<file path="src/hdl/smeu_div.sv">
// Radix-2 restoring signed divider, one quotient bit per cycle.
`timescale 1ns / 1ps
module smeu_div (
    input  logic        aclk,
    input  logic        aresetn,
    input  logic        start,
    input  logic [31:0] num,
    input  logic [31:0] den,
    output logic        busy,
    output logic [31:0] quot
);
    logic [31:0] rem_reg, rem_next;
    logic [31:0] q_reg, q_next;
    logic [31:0] d_reg, d_next;
    logic [5:0]  cnt_reg, cnt_next;
    logic        neg_reg, neg_next;
    logic        busy_reg, busy_next;
    logic [32:0] trial;
    logic [31:0] shifted;

    always_comb begin
        rem_next  = rem_reg;
        q_next    = q_reg;
        d_next    = d_reg;
        cnt_next  = cnt_reg;
        neg_next  = neg_reg;
        busy_next = busy_reg;
        shifted   = {rem_reg[30:0], q_reg[31]};
        trial     = {1'b0, shifted} - {1'b0, d_reg};
        if (start) begin
            rem_next  = '0;
            q_next    = num[31] ? (~num + 32'd1) : num;
            d_next    = den[31] ? (~den + 32'd1) : den;
            neg_next  = num[31] ^ den[31];
            cnt_next  = 6'd32;
            busy_next = 1'b1;
        end else if (busy_reg) begin
            // Shift in the next dividend bit and try a subtract
            if (!trial[32]) begin
                rem_next = trial[31:0];
                q_next   = {q_reg[30:0], 1'b1};
            end else begin
                rem_next = shifted;
                q_next   = {q_reg[30:0], 1'b0};
            end
            cnt_next = cnt_reg - 6'd1;
            if (cnt_reg == 6'd1) begin
                busy_next = 1'b0;
            end
        end
    end

    always_ff @(posedge aclk) begin
        if (!aresetn) begin
            busy_reg <= 1'b0;
            cnt_reg  <= '0;
        end else begin
            busy_reg <= busy_next;
            cnt_reg  <= cnt_next;
        end
        rem_reg <= rem_next;
        q_reg   <= q_next;
        d_reg   <= d_next;
        neg_reg <= neg_next;
    end

    assign busy = busy_reg;
    assign quot = neg_reg ? (~q_reg + 32'd1) : q_reg;
endmodule

</file>
<file path="config.mk">
export PLATFORM = sky130hd
export DESIGN_NAME = smeu_div
export DESIGN_NICKNAME = d
export VERILOG_FILES = /design/src/hdl/smeu_div.sv
export SDC_FILE = /design/constraint.sdc
export NUM_CORES = 1
export LEC_CHECK = 0
export BUFFER_PORTS_ARGS = -buffer_cell sky130_fd_sc_hd__buf_2
export CAP_MARGIN = 20
export CORE_MARGIN = 8
export CORE_UTILIZATION = 55
export CTS_CLUSTER_DIAMETER = 50
export DETAILED_ROUTE_END_ITERATION = 8
export HOLD_SLACK_MARGIN = 0.05
export PLACE_DENSITY = 0.72
export SLEW_MARGIN = 20
export SYNTH_ARGS = -nofsm -noshare
export SYNTH_HDL_FRONTEND = slang
export SYNTH_SLANG_ARGS = --single-unit
export TNS_END_PERCENT = 20
</file>
<file path="constraint.sdc">
create_clock -name aclk -period 5.55 [get_ports aclk]
set_input_delay 1.11 -clock aclk [delete_from_list [all_inputs] [get_ports aclk]]
set_output_delay 1.11 -clock aclk [all_outputs]
set_load 0.1 [all_outputs]
</file>
==> results of run 1 <==
kinds of logic after synthesis:
logic type,synth area share [%]
AO/OA/AOI/OAI,19.9
XOR/XNOR,13.4
adder cells (fa/ha/maj),6.30
buffers and inverters,4.84
flip-flops,35.4
multiplexers,3.46
AND/OR/NAND/NOR,16.8
layer usage:
metal | wire length [um] | up-vias | global-route usage, %
met3 | 1070 | 13 | 3.96
met5 | 0 | - | 0
met4 | 189 | 0 | 4.80
met1 | 8620 | 2983 | 27.1
met2 | 7090 | 172 | 28.0
li1 | - | 3308 | -
Yosys cell counts, types with 2 or more instances:
master	n	area share (%)
nand2b_1	13	1.1
xnor2_1	80	9.1
mux2_2	4	0.59
and3_1	4	0.33
o31ai_1	30	2.9
o22ai_1	3	0.24
o211ai_1	3	0.29
a21o_1	11	1.1
dfxtp_1	38	9.9
o41ai_1	12	1.4
or3_1	7	0.57
nor4b_1	3	0.34
o21bai_1	5	0.49
and2_1	3	0.24
a311oi_1	3	0.34
edfxtp_1	65	25
a211oi_1	22	2.2
nand3_1	10	0.65
nand4b_1	4	0.46
nor4_1	3	0.24
buf_2	3	0.20
or4_4	7	1.0
a21boi_0	4	0.39
xor2_1	37	4.2
inv_1	58	2.8
nand2_1	64	3.1
buf_1	7	0.34
o41ai_2	2	0.42
o21a_1	6	0.59
nand4_1	7	0.57
a21oi_1	65	4.2
mux2i_1	22	2.9
buf_4	2	0.20
o21ai_0	57	3.7
nor2_1	92	4.5
ha_1	37	6.0
clkbuf_1	26	1.3
a31oi_1	6	0.49
or4_1	14	1.4
nor2b_1	2	0.16
a211o_1	2	0.23
or2_2	5	0.41
nor3_1	9	0.59
report_power, final:
group	internal (mW)	total, mW	switching (mW)
clock	0.353	0.635	0.282
sequential	0.901	0.967	0.0654
combinational	0.281	0.997	0.716
cell type report:
| cell class | instances | area, sq um |
|---|---|---|
| clock buffer | 10 | 229 |
| clock inverter | 6 | 68.8 |
| fill | 1246 | 5190 |
| inverter | 58 | 218 |
| multi-input combinational | 675 | 4600 |
| sequential | 103 | 2710 |
| tap | 180 | 225 |
| timing repair buffer | 103 | 528 |
critical path, delay by kind of cell, from the launching register on:
kind | cells | cell delay (ns)
and+or+nand+nor | 5 | 1.86
DFF | 1 | 0.47
buffers and inverters | 1 | 0.45
AOI/OAI and AO/OA | 1 | 0.31
xor gates and xnor gates | 1 | 0.16
stage by stage:
step                      setup slack (ns)  hold WS [ns]  std cells  utilization [%]
after floorplan                      0.680         0.453        874                -
after global placement                1.26         0.479       1119             60.1
after global routing                 0.640         0.534       1135             62.3
after detailed placement              1.23         0.486       1119             60.1
after CTS                            0.844         0.496       1135             62.3
final                                0.839         0.497       1135             62.3
how the worst max path moves through the flow:
stage | from | end | depth (start not counted)
2_1_floorplan | q_reg[0] | quot[30] | 9
3_3_place_gp | q_reg[13] | quot[31] | 8
3_5_place_dp | q_reg[11] | quot[31] | 8
4_1_cts | q_reg[11] | quot[31] | 8
5_1_grt | q_reg[0] | quot[28] | 10
6_report | q_reg[11] | quot[31] | 8
==> summary.md, run 1 <==
| Metric | Value |
|---|---|
| Status | `finished clean` |
| Initial antenna violation count | `0` |
| Port Buf Inserts | `99` |
| Tcrit/Tclk final | `84.9%` |
| Hold depth | `2` |
| R2R Setup Slk | `1.92 ns` |
| Setup TNS | `0 ns` |
| Crit Path Max Fanout | `5` |
| Most frequent cells in the layout | `98 x buf_2, 92 x nor2_1, 80 x xnor2_1, 65 x a21oi_1, 65 x edfxtp_1` |
| Final GP Congestion | `0.870` |
| H-tree Lvls | `3` |
| Tot GR Track Use | `18.9%` |
| Critical path class | `reg2out` |
| Total gr overflow | `0` |
| Required time of the critical path | `4.44 ns` |
| Wire per inst | `15.0 um` |
| Post-synth ARST share | `0%` |
| DRT Pass-1 Iters | `5` |
| Clk sinks | `103` |
| First-pass GRT wire length | `28,400 um` |
| Hold Path End | `cnt_reg[1]` |
| PwrDens | `303 mW/mm^2` |
| Slew @ Worst Pin | `0.913 ns` |
| Post-Synthesis Cells | `874` |
| Number of synthesized register bits | `103` |
| Arrival time worst endpoint | `3.60 ns` |
| Area Overhead vs Synth | `11.9%` |
| FF-to-FF End | `rem_reg[27]` |
| Worst reg2reg path startpoint | `q_reg[31]` |
| Worst-Skew Late Latency | `0.35 ns` |
| Initial Util | `55.7%` |
| Die area | `0.0180 sq mm` |
| Setup Skew | `0.0117 ns` |
| Vias in the first global route | `6,040` |
| Root Buffer | `clkbuf_16` |
| Hold_sp | `cnt_reg[1]` |
| Io pins | `100` |
| CP peak stage delay | `0.54 ns` |
| Total Wirelength | `17,000 um` |
| Cts hold-fix bufs | `0` |
| Mapped Area | `0.00767 sq mm` |
| CTS tree | `built` |
| Post-DRT Antenna Nets | `0` |
| Peak supply drop | `0.000189 V` |
| Nets@finish | `1,055` |
| Setup crit end kind | `primary output` |
| Post-synth EDFFs | `65` |
| DP Area | `0.00828 sq mm` |
| # DRC | `0` |
| Core area | `0.0138 sq mm` |
| Iteration-0 DRC Markers | `508` |
| Layout cell share with drive strength beyond 1 | `15.1%` |
| Total power draw | `2.60 mW` |
| Relative slew slack | `39.1%` |
| Pleak | `3.54 nW` |
| Worst-case clock buffer depth | `2` |
| Synth cell types | `60` |
| Synth warn | `0` |
| Diodes inserted | `0` |
| Slew Viols, Final | `0` |
| Top cell by count, worst path | `or4_4` |
| Fmax | `212 MHz` |
| Clock buffer count from CTS | `9` |
| Crit start category | `flip-flop` |
| Max-cap violation count | `0` |
| Final setup viols | `0` |
| Min Tclk post-route | `4.71 ns` |
| Cell breakdown of the critical path | `or4_4 -> nor4_2 -> nand2b_1 -> or4_1 -> or4_4 -> o31ai_1 -> xnor2_1 -> buf_2` |
| Fin area | `0.00858 sq mm` |
| Slowest cell on the critical path | `or4_4` |
| Detailed placer's ending HPWL | `12,700 um` |
| RSZ-0062 raised after global routing | `no` |
| Worst Hold Class | `reg2reg` |
| Net Count, Synth | `979` |
| Reg2Reg Depth | `12` |
| Via Count | `6,476` |
| Final hold viol count | `0` |
| Reg clk slew, reported paths | `0.07 ns` |
| Synth Area per Inst | `8.78 sq um` |
| Post-CTS Setup Bufs | `0` |
| Post-synthesis sequential area ratio | `35.4%` |
| Post-cts sizing count | `0` |
| Most common cell after layout, fill and taps aside | `buf_2` |
| Largest net degree at the start of global routing | `84` |
| Via density | `5.71` |
| Cell Rows | `43` |
| Die height | `134 um` |
| Ys flop type | `edfxtp_1` |
| Die Wd | `134 um` |
Power figures use the tool's default switching activity.
==> run 2, diff against run 1 <==
--- a/config.mk
+++ b/config.mk
@@ -8,11 +8,11 @@
 export BUFFER_PORTS_ARGS = -buffer_cell sky130_fd_sc_hd__buf_2
 export CAP_MARGIN = 20
 export CORE_MARGIN = 8
-export CORE_UTILIZATION = 55
+export CORE_UTILIZATION = 54
 export CTS_CLUSTER_DIAMETER = 50
 export DETAILED_ROUTE_END_ITERATION = 8
 export HOLD_SLACK_MARGIN = 0.05
-export PLACE_DENSITY = 0.72
+export PLACE_DENSITY = 0.74
 export SLEW_MARGIN = 20
 export SYNTH_ARGS = -nofsm -noshare
 export SYNTH_HDL_FRONTEND = slang
==> constraint.sdc (replaced) <==
create_clock -name aclk -period 4.25 [get_ports aclk]
set_input_delay 0.85 -clock aclk [delete_from_list [all_inputs] [get_ports aclk]]
set_output_delay 0.85 -clock aclk [all_outputs]
set_load 0.1 [all_outputs]
==> summary.md, run 2 (synthesis gave the netlist of run 1 again) <==
| Metric | Value |
|---|---|
| Status | `finished clean` |
| CTS tree | `built` |
| Slew Viols, Final | `0` |
| Via Count | `6,485` |
| Cell Rows | `43` |
| PwrDens | `394 mW/mm^2` |
| Non-filler instance count after layout | `1,141` |
| Slowest cell on the critical path | `or4_4` |
| Top cell by count, worst path | `or4_4` |
| Iteration-0 DRC Markers | `468` |
| Clock buffer count from CTS | `9` |
| Die Wd | `135 um` |
| Setup crit end kind | `primary output` |
| Worst Hold Class | `reg2reg` |
| Tot GR Track Use | `18.6%` |
| DRT Pass-1 Iters | `5` |
| Min Tclk post-route | `4.24 ns` |
| Die height | `135 um` |
| Wire per inst | `14.9 um` |
| Hold depth | `2` |
| Fin area | `0.00876 sq mm` |
| Worst reg2reg path startpoint | `q_reg[31]` |
| Nets@finish | `1,061` |
| Tcrit/Tclk final | `99.8%` |
| CP peak stage delay | `0.57 ns` |
| Max-cap violation count | `0` |
| H-tree Lvls | `3` |
| Pleak | `3.62 nW` |
| Hold_sp | `cnt_reg[0]` |
| Port Buf Inserts | `99` |
| Post-DRT Antenna Nets | `0` |
| Required time of the critical path | `3.40 ns` |
| Final setup viols | `0` |
| Worst-case clock buffer depth | `2` |
| Initial antenna violation count | `0` |
| Crit Path Max Fanout | `5` |
| Peak supply drop | `0.000192 V` |
| Vias in the first global route | `6,051` |
| Critical path depth | `8` |
| Most common cell after layout, fill and taps aside | `nor2_1` |
| Final GP Congestion | `0.875` |
| Final Core Density | `63.1%` |
| Critical path class | `reg2out` |
| Io pins | `100` |
| Multi-input logic area | `0.00462 sq mm` |
| Crit start category | `flip-flop` |
| First-pass GRT wire length | `28,500 um` |
| Worst Setup SP | `q_reg[12]` |
| Layout cell share with drive strength beyond 1 | `15.9%` |
| Setup TNS | `0 ns` |
| FF/Latch Area | `0.00271 sq mm` |
| Most frequent cells in the layout | `92 x nor2_1, 89 x buf_2, 79 x xnor2_1, 65 x a21oi_1, 65 x edfxtp_1` |
| Area Overhead vs Synth | `14.2%` |
| Largest net degree at the start of global routing | `75` |
| Reg clk slew, reported paths | `0.07 ns` |
| Diodes inserted | `0` |
| Total power draw | `3.45 mW` |
| Reg2Reg Depth | `13` |
| Final hold viol count | `0` |
| Total Wirelength | `17,000 um` |
| Core area | `0.0139 sq mm` |
| Crit-path leading delay family | `simple AND/OR/NAND/NOR gates` |
| Initial Util | `55.3%` |
| Slew @ Worst Pin | `0.972 ns` |
| Total gr overflow | `0` |
| Worst Path Buf+Inv | `1` |
| Detailed placer's ending HPWL | `13,200 um` |
| Die area | `0.0183 sq mm` |
| # DRC | `0` |
| Via density | `5.68` |
| Arrival time worst endpoint | `3.39 ns` |
| Fmax | `236 MHz` |
| Worst-Skew Late Latency | `0.35 ns` |
| Setup Skew | `0.00772 ns` |
| Cell breakdown of the critical path | `or4_4 -> nor4_2 -> nand2b_1 -> or4_1 -> or4_4 -> o41ai_2 -> xnor2_1 -> buf_12` |
| DP Area | `0.00843 sq mm` |
| Fill cells | `1,252` |
| Relative slew slack | `35.2%` |
| Root Buffer | `clkbuf_16` |
| Dpl cells | `1,123` |
| RSZ-0062 raised after global routing | `yes` |
| Clk sinks | `103` |
## run 2: changes by cell type in the layout (fill, tap and decap cells not counted), sizes merged
| cell | change |
|---|---|
| clkbuf | +3 |
| bufinv | -1 |
| buf | +5 |
| clkinv | -1 |
## run 2: area by class of cell
class,count,share of cell area [%]
tap,180,2.57
sequential,103,31.0
clock inverter,4,0.385
inverter,58,2.48
multi-input combinational,675,52.8
clock buffer,12,3.06
timing repair buffer,109,7.80
## run 2: worst register-to-register path, stage by stage, from the launching register on
cell and delay, ns:
edfxtp_1 0.46, inv_1 0.09, ha_1 0.18, fa_1 0.21, nor2b_1 0.07, o31ai_1 0.37
a211o_1 0.24, a31oi_1 0.09, buf_4 0.17, o21a_1 0.20, o22ai_4 0.67, buf_4 0.32
mux2_2 0.34, o21ai_0 0.13
## run 2: metal layers
layer / vias up / global-route usage, % / wire (um)
met5: - / 0 / 0
met2: 205 / 27.6 / 7110
met3: 13 / 3.00 / 1100
met4: 0 / 6.29 / 237
li1: 3326 / - / -
met1: 2941 / 26.8 / 8590
## run 2: power by group
part	internal [mW]	switching, mW	leakage, nW
clock	0.455	0.368	0.145
sequential	1.18	0.0886	0.950
combinational	0.417	0.945	2.53
## run 2: final timing paths
path,to,slack (ns)
setup / recovery,quot[29],0.009
hold reg to reg,cnt_reg[0],0.49
hold / removal,cnt_reg[0],0.49
setup reg to reg,rem_reg[1],0.64
## run 2: metrics by stage
stage / setup WS [ns] / hold slack [ns]
2_1_floorplan: -0.298 / 0.453
3_3_place_gp: 0.427 / 0.476
3_5_place_dp: 0.341 / 0.480
4_1_cts: 0.000791 / 0.490
5_1_grt: -0.119 / 0.518
6_report: 0.00942 / 0.488
## run 2: what timing repair did
item                                    in CTS  in global routing
endpoints found under the setup margin       2                  9
gates resized for setup                      2                  4
hold buffers                                 0                  0
setup buffers                                0                  2
